`src/hdl/plmcs_pkg.sv`:
```
// shared constants and codes for the piecewise luma map and chroma scale block
package plmcs_pkg;

    // bin count and default fractional precisions
    localparam int BIN_COUNT        = 16;
    localparam int NUM_BINS         = BIN_COUNT;
    localparam int FP_PREC          = 11;
    localparam int CHROMA_PREC      = 11;

    // field widths
    localparam int OP_W    = 3;
    localparam int BIN_W   = 4;
    localparam int DELTA_W = 10;
    localparam int SAMP_W  = 12;
    localparam int RES_W   = 20;
    localparam int CW_W    = 10;
    localparam int PIV_W   = 15;
    localparam int FWD_W   = 18;
    localparam int INV_W   = 20;
    localparam int CS_W    = 20;
    localparam int CFG_W   = 4;

    // operation codes
    localparam logic [OP_W-1:0] OP_WRITE = 3'd0;
    localparam logic [OP_W-1:0] OP_BUILD = 3'd1;
    localparam logic [OP_W-1:0] OP_FWD   = 3'd2;
    localparam logic [OP_W-1:0] OP_INV   = 3'd3;
    localparam logic [OP_W-1:0] OP_CS    = 3'd4;

    // register indexes
    localparam logic [1:0] REG_BIT_DEPTH = 2'd0;
    localparam logic [1:0] REG_MIN_BIN   = 2'd1;
    localparam logic [1:0] REG_MAX_BIN   = 2'd2;
    localparam logic [1:0] REG_CH_OFFSET = 2'd3;

    // packed coefficient word as stored in memory
    typedef struct packed {
        logic [CS_W-1:0]  cs;
        logic [INV_W-1:0] inv;
        logic [FWD_W-1:0] fwd;
    } coef_t;

endpackage

```
`src/hdl/plmcs_ram.sv`:
```
// generic single-port synchronous ram with registered read
module plmcs_ram #(
    parameter int WIDTH = 8,
    parameter int DEPTH = 16
) (
    input  logic                     clk,
    input  logic                     we,
    input  logic [$clog2(DEPTH)-1:0] addr,
    input  logic [WIDTH-1:0]         wdata,
    output logic [WIDTH-1:0]         rdata
);

    logic [WIDTH-1:0] mem [DEPTH];

    // read data registered, old contents returned on a write
    always_ff @(posedge clk)
    begin
        if (we)
        begin
            mem[addr] <= wdata;
        end
        rdata <= mem[addr];
    end

endmodule

```
`src/hdl/piecewise_luma_map_chroma_scale_top.sv`:
```
// Luma mapping with chroma scaling over 16 bins. One item is handled at a time:
// a delta write or an unknown operation goes through the lookup and result
// states, a forward or inverse map through lookup, multiply, add and result,
// and a chroma scale through lookup, multiply and result; the coefficient
// memory read and the multiply are registered. A build walks the 16 bins, each
// bin reading its delta, then running two restoring divisions on one shared
// divider and writing the coefficient word. Configuration writes are always
// accepted and belong to times when no item is in flight.
module piecewise_luma_map_chroma_scale_top
    import plmcs_pkg::*;
#(
    parameter int FRAC_BITS        = FP_PREC,
    parameter int CHROMA_FRAC_BITS = CHROMA_PREC
) (
    input  logic        clk,
    input  logic        rst_n,
    // input beat: operation, bin_index, codeword_delta, sample, zero pad
    input  logic        s_axis_tvalid,
    output logic        s_axis_tready,
    input  logic [31:0] s_axis_tdata,
    // result beat: operation_done, result_value, zero pad
    output logic        m_axis_tvalid,
    input  logic        m_axis_tready,
    output logic [23:0] m_axis_tdata,
    // configuration write channel
    input  logic        cfg_valid,
    output logic        cfg_ready,
    input  logic [1:0]  cfg_index,
    input  logic [3:0]  cfg_data
);

    localparam int MAXF  = (FRAC_BITS > CHROMA_FRAC_BITS) ? FRAC_BITS : CHROMA_FRAC_BITS;
    localparam int DW    = 9 + MAXF;
    localparam int DCW   = $clog2(DW + 1);
    localparam int DVS_W = 11;
    localparam int PRD_W = 38;
    localparam int T_W   = 39;
    localparam int FW_W  = CW_W + FRAC_BITS + 1;

    localparam logic [3:0] ST_IDLE = 4'd0;
    localparam logic [3:0] ST_LOOK = 4'd1;
    localparam logic [3:0] ST_MUL  = 4'd2;
    localparam logic [3:0] ST_ADD  = 4'd3;
    localparam logic [3:0] ST_RES  = 4'd4;
    localparam logic [3:0] ST_BRD  = 4'd5;
    localparam logic [3:0] ST_BCW  = 4'd6;
    localparam logic [3:0] ST_BDIV = 4'd7;
    localparam logic [3:0] ST_BWR  = 4'd8;

    logic [3:0]         state_reg;
    logic [CFG_W-1:0]   bit_depth_reg, min_bin_reg, max_bin_reg, ch_off_reg;
    logic [OP_W-1:0]    op_reg;
    logic [BIN_W-1:0]   bin_reg;
    logic [DELTA_W-1:0] delta_reg;
    logic [SAMP_W-1:0]  samp_reg;
    logic [NUM_BINS-1:0] dvalid_reg;
    logic               built_reg;
    logic [PIV_W-1:0]   piv_reg [NUM_BINS+1];
    logic [4:0]         cnt_reg;
    logic [PIV_W-1:0]   acc_reg;
    logic [CW_W-1:0]    cw_reg;
    logic [FWD_W-1:0]   fwd_reg;
    logic [DVS_W-1:0]   cdiv_reg;
    logic [DVS_W-1:0]   rem_reg;
    logic [DW-1:0]      quo_reg;
    logic [DCW-1:0]     dcnt_reg;
    logic               dsel_reg;
    logic [INV_W-1:0]   invq_reg;
    logic signed [16:0] d_reg;
    logic [PIV_W-1:0]   base_reg;
    logic signed [PRD_W-1:0] prod_reg;
    logic [RES_W-1:0]   res_reg;
    logic               out_valid_reg;
    logic [23:0]        out_data_reg;

    // config and derived depth values
    logic [3:0]         dep, lg;
    logic [SAMP_W-1:0]  maxv, s_clip;
    always_comb
    begin
        if (bit_depth_reg < 4'd8)
        begin
            dep = 4'd8;
        end
        else if (bit_depth_reg > 4'd12)
        begin
            dep = 4'd12;
        end
        else
        begin
            dep = bit_depth_reg;
        end
        lg     = dep - 4'd4;
        maxv   = SAMP_W'((13'(1) << dep) - 13'(1));
        s_clip = (samp_reg > maxv) ? maxv : samp_reg;
    end

    // pivot search over the configured bin range
    logic [NUM_BINS-1:0] hit;
    logic [BIN_W-1:0]    found;
    always_comb
    begin
        found = BIN_W'(NUM_BINS - 1);
        for (int i = 0; i < NUM_BINS; i++)
        begin
            hit[i] = (BIN_W'(i) >= min_bin_reg) && (BIN_W'(i) <= max_bin_reg)
                     && ({3'b0, s_clip} < piv_reg[i+1]);
        end
        for (int i = NUM_BINS - 1; i >= 0; i--)
        begin
            if (hit[i])
            begin
                found = BIN_W'(i);
            end
        end
    end

    // lookup index, distance and base for map items
    logic [BIN_W-1:0]   idx_look;
    logic signed [16:0] d_look;
    logic [PIV_W-1:0]   base_look;
    always_comb
    begin
        if (op_reg == OP_FWD)
        begin
            idx_look  = BIN_W'(s_clip >> lg);
            d_look    = $signed({5'b0, s_clip & SAMP_W'((13'(1) << lg) - 13'(1))});
            base_look = piv_reg[idx_look];
        end
        else
        begin
            idx_look  = found;
            d_look    = $signed({5'b0, s_clip}) - $signed({2'b0, piv_reg[found]});
            base_look = PIV_W'({11'b0, found} << lg);
        end
    end

    // delta memory
    logic               d_we;
    logic [BIN_W-1:0]   d_addr;
    logic [DELTA_W-1:0] d_rdata;
    assign d_we   = (state_reg == ST_LOOK) && (op_reg == OP_WRITE);
    assign d_addr = (state_reg == ST_LOOK) ? bin_reg : cnt_reg[BIN_W-1:0];

    plmcs_ram #(.WIDTH(DELTA_W), .DEPTH(NUM_BINS)) u_delta_ram (
        .clk   (clk),
        .we    (d_we),
        .addr  (d_addr),
        .wdata (delta_reg),
        .rdata (d_rdata)
    );

    // coefficient memory
    logic       c_we;
    logic [BIN_W-1:0] c_addr;
    coef_t      c_wdata, c_rdata, coef;
    assign c_we   = (state_reg == ST_BWR);
    assign c_addr = (state_reg == ST_BWR) ? cnt_reg[BIN_W-1:0] : idx_look;

    plmcs_ram #(.WIDTH($bits(coef_t)), .DEPTH(NUM_BINS)) u_coef_ram (
        .clk   (clk),
        .we    (c_we),
        .addr  (c_addr),
        .wdata (c_wdata),
        .rdata (c_rdata)
    );

    // coefficients read as their reset value until the first build
    always_comb
    begin
        if (built_reg)
        begin
            coef = c_rdata;
        end
        else
        begin
            coef.fwd = FWD_W'(2048);
            coef.inv = INV_W'(2048);
            coef.cs  = CS_W'(2048);
        end
    end

    // bin codeword and forward coefficient of the bin being built
    logic signed [11:0]  cw_v;
    logic [CW_W-1:0]     cw_c;
    logic [FW_W-1:0]     fwd_raw;
    logic [FWD_W-1:0]    fwd_c;
    logic signed [11:0]  div_v;
    logic [DVS_W-1:0]    div_c;
    logic [DELTA_W-1:0]  delta_rd;
    always_comb
    begin
        delta_rd = dvalid_reg[cnt_reg[BIN_W-1:0]] ? d_rdata : '0;
        cw_v = $signed({{2{delta_rd[DELTA_W-1]}}, delta_rd})
               + $signed(12'(12'd1 << lg));
        if ((cnt_reg[BIN_W-1:0] < min_bin_reg) || (cnt_reg[BIN_W-1:0] > max_bin_reg)
            || (cw_v < 0))
        begin
            cw_c = '0;
        end
        else if (cw_v > 12'sd1023)
        begin
            cw_c = CW_W'(1023);
        end
        else
        begin
            cw_c = cw_v[CW_W-1:0];
        end
        fwd_raw = ((FW_W'(cw_c) << FRAC_BITS) + (FW_W'(1) << (lg - 4'd1))) >> lg;
        fwd_c   = (fwd_raw > FW_W'({FWD_W{1'b1}})) ? {FWD_W{1'b1}} : fwd_raw[FWD_W-1:0];
        div_v   = $signed({2'b0, cw_c}) + $signed({{8{ch_off_reg[3]}}, ch_off_reg});
        div_c   = (div_v <= 0) ? DVS_W'(1) : div_v[DVS_W-1:0];
    end

    // one restoring division step
    logic [DVS_W:0]   rem_sh;
    logic             q_bit;
    logic [DVS_W-1:0] divisor;
    logic [DVS_W-1:0] rem_step;
    logic [INV_W-1:0] q_sat;
    always_comb
    begin
        divisor  = dsel_reg ? cdiv_reg : ((cw_reg == '0) ? DVS_W'(1) : DVS_W'(cw_reg));
        rem_sh   = {rem_reg, quo_reg[DW-1]};
        q_bit    = rem_sh >= {1'b0, divisor};
        rem_step = q_bit ? DVS_W'(rem_sh - {1'b0, divisor}) : rem_sh[DVS_W-1:0];
        q_sat    = (quo_reg > DW'({INV_W{1'b1}})) ? {INV_W{1'b1}} : INV_W'(quo_reg);
    end

    // coefficient word written at the end of a bin
    always_comb
    begin
        c_wdata.fwd = fwd_reg;
        if (cw_reg == '0)
        begin
            c_wdata.inv = '0;
            c_wdata.cs  = CS_W'(1) << CHROMA_FRAC_BITS;
        end
        else
        begin
            c_wdata.inv = invq_reg;
            c_wdata.cs  = q_sat;
        end
    end

    // rounding, floor shift, base add and clip of a map result
    logic signed [T_W-1:0] t_sum, t_sh, v_sum;
    logic [RES_W-1:0]      map_res;
    always_comb
    begin
        t_sum = T_W'(prod_reg) + (T_W'(1) <<< (FRAC_BITS - 1));
        t_sh  = t_sum >>> FRAC_BITS;
        v_sum = t_sh + $signed(T_W'(base_reg));
        if (v_sum < 0)
        begin
            map_res = '0;
        end
        else if (v_sum > $signed(T_W'(maxv)))
        begin
            map_res = RES_W'(maxv);
        end
        else
        begin
            map_res = RES_W'(v_sum);
        end
    end

    assign s_axis_tready = (state_reg == ST_IDLE);
    assign cfg_ready     = 1'b1;
    assign m_axis_tvalid = out_valid_reg;
    assign m_axis_tdata  = out_data_reg;

    // configuration registers
    always_ff @(posedge clk or negedge rst_n)
    begin
        if (!rst_n)
        begin
            bit_depth_reg <= 4'd10;
            min_bin_reg   <= 4'd0;
            max_bin_reg   <= 4'd15;
            ch_off_reg    <= 4'd0;
        end
        else if (cfg_valid)
        begin
            unique case (cfg_index)
                REG_BIT_DEPTH: bit_depth_reg <= cfg_data;
                REG_MIN_BIN:   min_bin_reg   <= cfg_data;
                REG_MAX_BIN:   max_bin_reg   <= cfg_data;
                REG_CH_OFFSET: ch_off_reg    <= cfg_data;
                default:       ch_off_reg    <= ch_off_reg;
            endcase
        end
    end

    // item payload and datapath registers
    always_ff @(posedge clk)
    begin
        if (s_axis_tvalid && s_axis_tready)
        begin
            op_reg    <= s_axis_tdata[2:0];
            bin_reg   <= s_axis_tdata[6:3];
            delta_reg <= s_axis_tdata[16:7];
            samp_reg  <= s_axis_tdata[28:17];
        end
        if (state_reg == ST_LOOK)
        begin
            d_reg    <= d_look;
            base_reg <= base_look;
        end
        if (state_reg == ST_MUL)
        begin
            prod_reg <= $signed({1'b0, (op_reg == OP_FWD) ? INV_W'(coef.fwd) : coef.inv})
                        * d_reg;
        end
        if (state_reg == ST_BCW)
        begin
            cw_reg   <= cw_c;
            fwd_reg  <= fwd_c;
            cdiv_reg <= div_c;
        end
    end

    // control: item sequencer, build walk and shared divider
    always_ff @(posedge clk or negedge rst_n)
    begin
        if (!rst_n)
        begin
            state_reg     <= ST_IDLE;
            dvalid_reg    <= '0;
            built_reg     <= 1'b0;
            for (int i = 0; i <= NUM_BINS; i++)
            begin
                piv_reg[i] <= '0;
            end
            cnt_reg       <= '0;
            acc_reg       <= '0;
            rem_reg       <= '0;
            quo_reg       <= '0;
            dcnt_reg      <= '0;
            dsel_reg      <= 1'b0;
            invq_reg      <= '0;
            res_reg       <= '0;
            out_valid_reg <= 1'b0;
            out_data_reg  <= '0;
        end
        else
        begin
            // result beat taken; the result state reloads the register itself
            if (out_valid_reg && m_axis_tready && (state_reg != ST_RES))
            begin
                out_valid_reg <= 1'b0;
            end
            unique case (state_reg)
                ST_IDLE:
                begin
                    if (s_axis_tvalid)
                    begin
                        state_reg <= ST_LOOK;
                    end
                end
                ST_LOOK:
                begin
                    res_reg <= '0;
                    if (op_reg == OP_WRITE)
                    begin
                        dvalid_reg[bin_reg] <= 1'b1;
                        state_reg <= ST_RES;
                    end
                    else if (op_reg == OP_BUILD)
                    begin
                        cnt_reg   <= '0;
                        acc_reg   <= '0;
                        state_reg <= ST_BRD;
                    end
                    else if (op_reg == OP_FWD || op_reg == OP_INV || op_reg == OP_CS)
                    begin
                        state_reg <= ST_MUL;
                    end
                    else
                    begin
                        state_reg <= ST_RES;
                    end
                end
                ST_MUL:
                begin
                    if (op_reg == OP_CS)
                    begin
                        res_reg   <= coef.cs;
                        state_reg <= ST_RES;
                    end
                    else
                    begin
                        state_reg <= ST_ADD;
                    end
                end
                ST_ADD:
                begin
                    res_reg   <= map_res;
                    state_reg <= ST_RES;
                end
                ST_RES:
                begin
                    if (!out_valid_reg || m_axis_tready)
                    begin
                        out_valid_reg <= 1'b1;
                        out_data_reg  <= {1'b0, res_reg, op_reg};
                        state_reg     <= ST_IDLE;
                    end
                end
                ST_BRD:
                begin
                    state_reg <= ST_BCW;
                end
                ST_BCW:
                begin
                    acc_reg <= acc_reg + PIV_W'(cw_c);
                    piv_reg[cnt_reg + 5'd1] <= acc_reg + PIV_W'(cw_c);
                    rem_reg   <= '0;
                    quo_reg   <= DW'(1) << (FRAC_BITS + 32'(lg));
                    dcnt_reg  <= '0;
                    dsel_reg  <= 1'b0;
                    state_reg <= ST_BDIV;
                end
                ST_BDIV:
                begin
                    if (dcnt_reg == DCW'(DW))
                    begin
                        if (!dsel_reg)
                        begin
                            invq_reg <= q_sat;
                            rem_reg  <= '0;
                            quo_reg  <= DW'(1) << (CHROMA_FRAC_BITS + 32'(lg));
                            dcnt_reg <= '0;
                            dsel_reg <= 1'b1;
                        end
                        else
                        begin
                            state_reg <= ST_BWR;
                        end
                    end
                    else
                    begin
                        rem_reg  <= rem_step;
                        quo_reg  <= {quo_reg[DW-2:0], q_bit};
                        dcnt_reg <= dcnt_reg + DCW'(1);
                    end
                end
                ST_BWR:
                begin
                    cnt_reg <= cnt_reg + 5'd1;
                    if (cnt_reg == 5'(NUM_BINS - 1))
                    begin
                        built_reg <= 1'b1;
                        state_reg <= ST_RES;
                    end
                    else
                    begin
                        state_reg <= ST_BRD;
                    end
                end
                default:
                begin
                    state_reg <= ST_IDLE;
                end
            endcase
        end
    end

    // the sequencer takes no beat while an item is in flight
    assert property (@(posedge clk) disable iff (!rst_n)
        (state_reg != ST_IDLE) |-> !s_axis_tready)
        else $error("input accepted while busy");

    // the divider never runs past its dividend width
    assert property (@(posedge clk) disable iff (!rst_n)
        dcnt_reg <= DCW'(DW))
        else $error("divider step count overrun");

    // the last bin written marks the tables as built
    assert property (@(posedge clk) disable iff (!rst_n)
        (state_reg == ST_BWR && cnt_reg == 5'(NUM_BINS - 1)) |=> built_reg)
        else $error("build end not recorded");

    // output pivots are a running sum and never decrease
    assert property (@(posedge clk) disable iff (!rst_n)
        (state_reg == ST_BCW) |=> (piv_reg[NUM_BINS] >= piv_reg[1]) || (cnt_reg != 5'(NUM_BINS - 1)))
        else $error("pivot sum decreased");

endmodule
```
`config.mk`:
```
export PLATFORM = sky130hd
export DESIGN_NAME = piecewise_luma_map_chroma_scale_top
export DESIGN_NICKNAME = d
export VERILOG_FILES = /design/src/hdl/plmcs_pkg.sv /design/src/hdl/plmcs_ram.sv /design/src/hdl/piecewise_luma_map_chroma_scale_top.sv
export SDC_FILE = /design/constraint.sdc
export NUM_CORES = 2
export LEC_CHECK = 0
export BUFFER_PORTS_ARGS = -buffer_cell sky130_fd_sc_hd__buf_4
export CORE_MARGIN = 2
export CORE_UTILIZATION = 55
export DETAILED_ROUTE_END_ITERATION = 6
export GPL_ROUTABILITY_DRIVEN = 0
export PLACE_DENSITY = 0.85
export SYNTH_ARGS = -nofsm -noshare
export SYNTH_HDL_FRONTEND = slang
export SYNTH_SLANG_ARGS = --single-unit
```
`constraint.sdc`:
```
create_clock -name clk -period 10.3 [get_ports clk]
set_input_delay 1.545 -clock clk [delete_from_list [all_inputs] [get_ports clk]]
set_output_delay 1.545 -clock clk [all_outputs]
set_load 0.02 [all_outputs]
```
* Yosys cells after proc, flatten, opt, wreduce, memory -nomap -nowiden *
Memory sizes are Yosys's and may differ from the RTL's. A register that Yosys moved wholly into a read port is not among the register bits.
Cells that the tools add are included.

word-level totals
  latch bits = 0
  input bits = 43
  bits in read-only memories = 0
  bits in writable memories = 1088
  memories kept = 2
  register bits = 550

cells by class
  multiply operators = 1
  magnitude comparators = 65
  bitwise logic cells = 6
  shifts and indexed selects = 8
  add/subtract/negate cells = 15
  reduce and logical (&&, ||, !) cells = 64
  divide/modulo/power cells = 0
  eq/ne operators = 26
  multiplexer cells = 84

memories
  memory           depth  width  rd ports  clocked after Yosys merged registers in  write ports  line             source
  u_coef_ram.mem   16     58     1         1                                        1            plmcs_ram.sv:13  logic [WIDTH-1:0] mem [DEPTH];
  u_delta_ram.mem  16     10     1         1                                        1            plmcs_ram.sv:13

operators by type and width
  cell                                                                           count
  255-bit bitwise mux                                                            1
  12-bit by 15-bit less-than comparator with 1-bit output                        15
  15-bit binary-select mux with 5-bit select                                     2
  20-bit two-way mux                                                             7
  15-bit two-way mux                                                             8
  4-bit two-way mux                                                              22
  15-bit demux with 5-bit select                                                 1
  20-bit case mux with 3 select lines                                            1
  58-bit two-way mux                                                             1
  11-bit two-way mux                                                             4
  10-bit two-way mux                                                             4
  40-bit two-way mux                                                             1
  20-bit case mux with 2 select lines                                            1
  38-bit by 12-bit adder with 39-bit output, second input constant               1
  21-bit by 16-bit multiplier with 37-bit output                                 1
  1-bit logical AND                                                              36
  4-bit case mux with 9 select lines                                             1
  1-bit by 4-bit << shifter with 12-bit output, first input constant             3
  15-bit case mux with 2 select lines                                            1
  28-bit by 16-bit adder with 29-bit output                                      1
  29-bit by 13-bit > comparator with 1-bit output                                1
  29-bit by 1-bit less-than comparator with 1-bit output, second input constant  1
  4-bit greater-or-equal comparator, first input constant                        7
  4-bit less-or-equal comparator, first input constant                           7
  79 further kinds                                                               141

* Longest topological paths before layout *
  word-level depth = 30
  mapped depth = 49
  mapped depth without buffers = 43

* By module *
From an unflattened synthesis, not the netlist that was laid out.

second synthesis, totals
  cell total of the unflattened synthesis = 7046
  area total of the unflattened synthesis = 87924.3 um2

by module, submodules not included
  module                               cells an instance  area each (um2)  times used
  piecewise_luma_map_chroma_scale_top  5268               45710.1          1
  plmcs_ram at u_coef_ram              1498               35910.7          1
  plmcs_ram at u_delta_ram             280                6303.5           1

* Worst setup path before layout *
No wires, ideal clock.

  path type = reg2reg
  start = register bit_depth_reg[1]
  end = register d_reg[14] (data pin)
  cell stages (with the launch flop) = 46
  arrival = 9.542 ns
  setup slack = 0.501 ns
  path buffers = 7
  data required time = 10.043 ns
  library setup time = 0.257 ns
  cell sequence = dfstp_2 > buf_2 > o21ai_1 > clkbuf_1 > nand2_1 > inv_1 > ha_1 > maj3_1 > maj3_2 > and2_1 > o31ai_1 > buf_2 > buf_2 > o21ai_0 > ha_1 > nand3_1 > or4_1 > o221ai_1 > [... 10 more ...] > nand3_1 > a31oi_1 > ha_1 > fa_1 > nor2b_1 > o21ai_0 > a21boi_0 > o21ai_0 > a21boi_0 > o21ai_0 > a21boi_0 > o21ai_0 > a21boi_0 > o21ai_0 > and2_1 > nor4_1 > nor4_1 > nand2b_1

between the ends
  longest elaborated chain between the ends = 29

ends and longest elaborated chain
  what                                                     line                                        source
  start: declaration                                       piecewise_luma_map_chroma_scale_top.sv:51   logic [CFG_W-1:0] bit_depth_reg, min_bin_reg, max_bin_reg, ch_off_reg;
  start signal: assignment                                 piecewise_luma_map_chroma_scale_top.sv:286  REG_BIT_DEPTH: bit_depth_reg <= cfg_data;
  4-bit > comparator                                       piecewise_luma_map_chroma_scale_top.sv:85   else if (bit_depth_reg > 4'd12)
  4-bit two-way mux                                        piecewise_luma_map_chroma_scale_top.sv:85
  4-bit two-way mux (*)                                    piecewise_luma_map_chroma_scale_top.sv:81   if (bit_depth_reg < 4'd8)
  1-bit by 4-bit << shifter with 12-bit output (*)         piecewise_luma_map_chroma_scale_top.sv:94   maxv = SAMP_W'((13'(1) << dep) - 13'(1));
  12-bit by 2-bit subtractor with 12-bit output (*)        piecewise_luma_map_chroma_scale_top.sv:94
  12-bit > comparator                                      piecewise_luma_map_chroma_scale_top.sv:95   s_clip = (samp_reg > maxv) ? maxv : samp_reg;
  12-bit two-way mux (*)                                   piecewise_luma_map_chroma_scale_top.sv:95
  12-bit by 15-bit less-than comparator with 1-bit output  piecewise_luma_map_chroma_scale_top.sv:107  && ({3'b0, s_clip} < piv_reg[i+1]);
  1-bit logical AND                                        piecewise_luma_map_chroma_scale_top.sv:107
  1-bit two-way mux                                        piecewise_luma_map_chroma_scale_top.sv:111  if (hit[i])
  2-bit two-way mux                                        piecewise_luma_map_chroma_scale_top.sv:111
  4-bit two-way mux (13 in series)                         piecewise_luma_map_chroma_scale_top.sv:111
  4-bit NOT with 5-bit output (implied by the code)        piecewise_luma_map_chroma_scale_top.sv:133  d_look = $signed({5'b0, s_clip}) - $signed({2'b0, piv_reg[found]});
  15-bit binary-select mux with 5-bit select               piecewise_luma_map_chroma_scale_top.sv:133
  15-bit two-way mux (implied by the code) (2 in series)   piecewise_luma_map_chroma_scale_top.sv:133
  12-bit by 15-bit subtractor with 16-bit output (*)       piecewise_luma_map_chroma_scale_top.sv:133
  end signal: assignment                                   piecewise_luma_map_chroma_scale_top.sv:307  d_reg <= d_look;
  end: declaration                                         piecewise_luma_map_chroma_scale_top.sv:69   logic signed [16:0] d_reg;

Mark *: on every way between the ends. The rest lies on a longest branch, timed or not. The select of a mux whose other input is x is not followed.
A chain may end at the register's enable or synchronous reset.

* Worst setup path in the final report *
Same ends and word-level chain as after synthesis.

==> impl_metrics.ini <==
[setup_path]
cpMaxStageDelayCell = dfstp_2
timing.rr.end = d_reg[14]
crit_top_cell = o21ai_0
crit_required_ns = 10.82
cp.depth = 40
reg2regPathDepth = 40
cpPeakStageDelay_ns = 0.59
rrSetupSlack_ns = 0.42
endpoint = d_reg[14]
endpoint_kind = register
crit_buf_inv = 4
worstSetupStartpointType = register
cp_top_family = compound AO/OA/AOI/OAI gates
r2r-start = bit_depth_reg[1]
arrival_ns = 10.40
worst-path-max-fanout = 8
cp-startpoint = bit_depth_reg[1]
crit_type = register to register

[route]
drt_iter0_drc = 10900
routed_wirelength_um = 264000
vias = 68600
wl_per_cell_um = 25.2
drc_errors = 173
drt_pass1_iterations = 7
vias_per_cell = 6.55
ant_nets = 0

[grt]
grt_pass1_vias = 67200
grt_max_degree = 223
antenna_found_initial = 14
grt_usage_pct = 31.6
overflow = 0
grt_pass1_wl_um = 397000

[logic_synthesis]
yosys_warnings = 0
synth_top_area_share_pct = 40.9
netlist_instances = 8157
syn-mean-instance-area_um2 = 10.9
ys_top_cells_by_count = nand2_1 (1,726), edfxtp_1 (1,214), inv_1 (551)
synth_area_leaders = edfxtp_1 (41%), dfrtp_1 (11%), nand2_1 (7.3%)
synth_edf_count = 1214
synth_most_common_cell = nand2_1
async_reset_ff_share_pct = 23.7
synth_seq_area_share_pct = 53.6
synth_top_area_cell = edfxtp_1
synth_cell_types = 102
ys_ff_latch = 1680
mappedNetlistArea_um2 = 89200
synth_ff_type = edfxtp_1

[cells_and_area]
layout-drive-gt1-share_pct = 8.93
area_growth_pct = 10.2
fillers = 11500
finish.instance_area_um2 = 98300
largest_register_ffs = 928
finalNetCount = 8869

[run_status]
violations = design-rule violations, max-capacitance violations
status = finished, violations left

[pwr]
vdd_drop_max_mv = 0.195
powerDensity_nw_per_um2 = 209
power_mw = 20.6
leakagePower_nw = 40.9

[floorplan]
rows = 147
ioPinCount = 70
start_util_pct = 55.5
core-area_um2 = 161000
die_w_um = 407
die_area_um2 = 165000
die_h_um = 407

[clock_tree]
clock_sinks = 1680
cts-root-buf = clkbuf_16
cts_tree = built
clockBufferDepth = 3
clkTransAtPathRegs_ns = 0.06
cts_max_level = 4
clk_latency_ns = 0.83
cts_buffers = 158

[sta]
period_needed_ns = 9.88
setup_viol = 0
relSlewSlack_pct = 1.09
finClkSkew_ns = 0.0635
worstMarginPinSlew_ns = 1.47
min_period_over_period_pct = 95.9
drv_slew = 0
fmax_mhz = 101
hold_viol = 0

[place]
portBuffers = 64
postPlaceCellArea_um2 = 92700
dp_hpwl_um = 165000

[hold_path]
hp-class = register to register

[job]
drv_cap = 2
-- cells by family after synthesis --
group / Yosys count / share of synthesized area [%]
and+or+nand+nor: 2943 / 14.4
other: 2 / 0.00842
AOI/OAI and AO/OA: 1380 / 10.2
xor gates and xnor gates: 108 / 1.06
buffers and inverters: 1006 / 4.32
adders and majority gates: 667 / 11.5
muxes: 371 / 4.89
DFF: 1680 / 53.6
-- cells in the final DEF, fill, tap and decap left out, types with 30 or more instances in the layout --
cell type / n
a311oi_1: 30
and2_1: 197
dfrtp_1: 392
dfxtp_1: 68
inv_1: 547
a21oi_1: 214
a31oi_1: 51
a32oi_1: 60
clkbuf_1: 37
o221ai_1: 76
buf_4: 249
fa_1: 256
mux4_2: 46
mux2_2: 59
clkbuf_16: 160
nand4_1: 43
o21ai_0: 423
nand2b_1: 33
xor2_1: 31
mux2i_1: 263
nor2_1: 282
a21o_1: 80
nand2_1: 1724
nand3_1: 430
xnor2_1: 75
edfxtp_1: 1214
nor2b_1: 39
a211oi_1: 111
ha_1: 409
nor3_1: 39
o211ai_1: 68
-- area by class of cell --
| class | count | area [µm²] | share of cell area [%] |
|---|---|---|---|
| diodes | 6 | 15.0 | 0.0153 |
| clock buffers | 217 | 4420 | 4.49 |
| clock inverters | 79 | 1000 | 1.02 |
| inverters | 554 | 2080 | 2.12 |
| multi-input cells | 5498 | 38000 | 38.7 |
| flip-flops and latches | 1680 | 47800 | 48.6 |
| well taps | 2160 | 2700 | 2.75 |
| repair buffers | 269 | 2260 | 2.30 |
-- metrics by stage --
stage | worst slack, ns | hold WS [ns] | setup TNS [ns] | utilization [%] | instances
after floorplan | 0.501 | 0.417 | 0 | - | 8184
after global placement | 0.220 | 0.432 | 0 | 57.7 | 10200
after detailed placement | -0.0373 | 0.447 | -0.0373 | 57.7 | 10200
after CTS | 0.161 | 0.456 | 0 | 61.1 | 10400
after global routing | -0.0285 | 0.482 | -0.0285 | 61.2 | 10500
final | 0.421 | 0.458 | 0 | 61.2 | 10500
-- repair_timing --
action                                  in CTS  in global routing
pin swaps                                    0                  4
endpoints found under the setup margin       1                  6
buffers inserted                             0                  9
hold buffers                                 0                  0
gates resized for setup                      1                 23
-- tightest hold or removal path, stage by stage (launching register included) --
cell and delay (ns):
dfxtp_1 0.30, nand2_1 0.05, o21ai_0 0.06
-- report_power, final --
group / switching (mW) / internal [mW] / leakage, nW
Clock: 2.68 / 3.39 / 2.62
Combinational: 4.43 / 2.17 / 22.6
Sequential: 0.237 / 7.67 / 15.7
-- how the worst min path moves through the flow --
| stage | startpoint | endpoint | slack (ns) | cells past startpoint |
|---|---|---|---|---|
| floorplan | u_coef_ram.rdata[50] | res_reg[12] | 0.42 | 2 |
| global placement | u_coef_ram.rdata[54] | res_reg[16] | 0.43 | 2 |
| detailed placement | u_coef_ram.rdata[56] | res_reg[18] | 0.45 | 2 |
| CTS | u_coef_ram.rdata[56] | res_reg[18] | 0.46 | 2 |
| global route | dvalid_reg[9] | dvalid_reg[9] | 0.48 | 1 |
| finish | u_coef_ram.rdata[56] | res_reg[18] | 0.46 | 2 |
-- metal layers --
metal	vias to the layer above	GRT usage [%]	part of all wire, %
met5	-	0.624	0.093
met4	20	19.1	7.1
met3	1317	9.48	14
met2	5491	48.3	44
met1	32900	39.8	34
li1	28800	-	-
No activity file was read; power rests on OpenSTA's default activity.
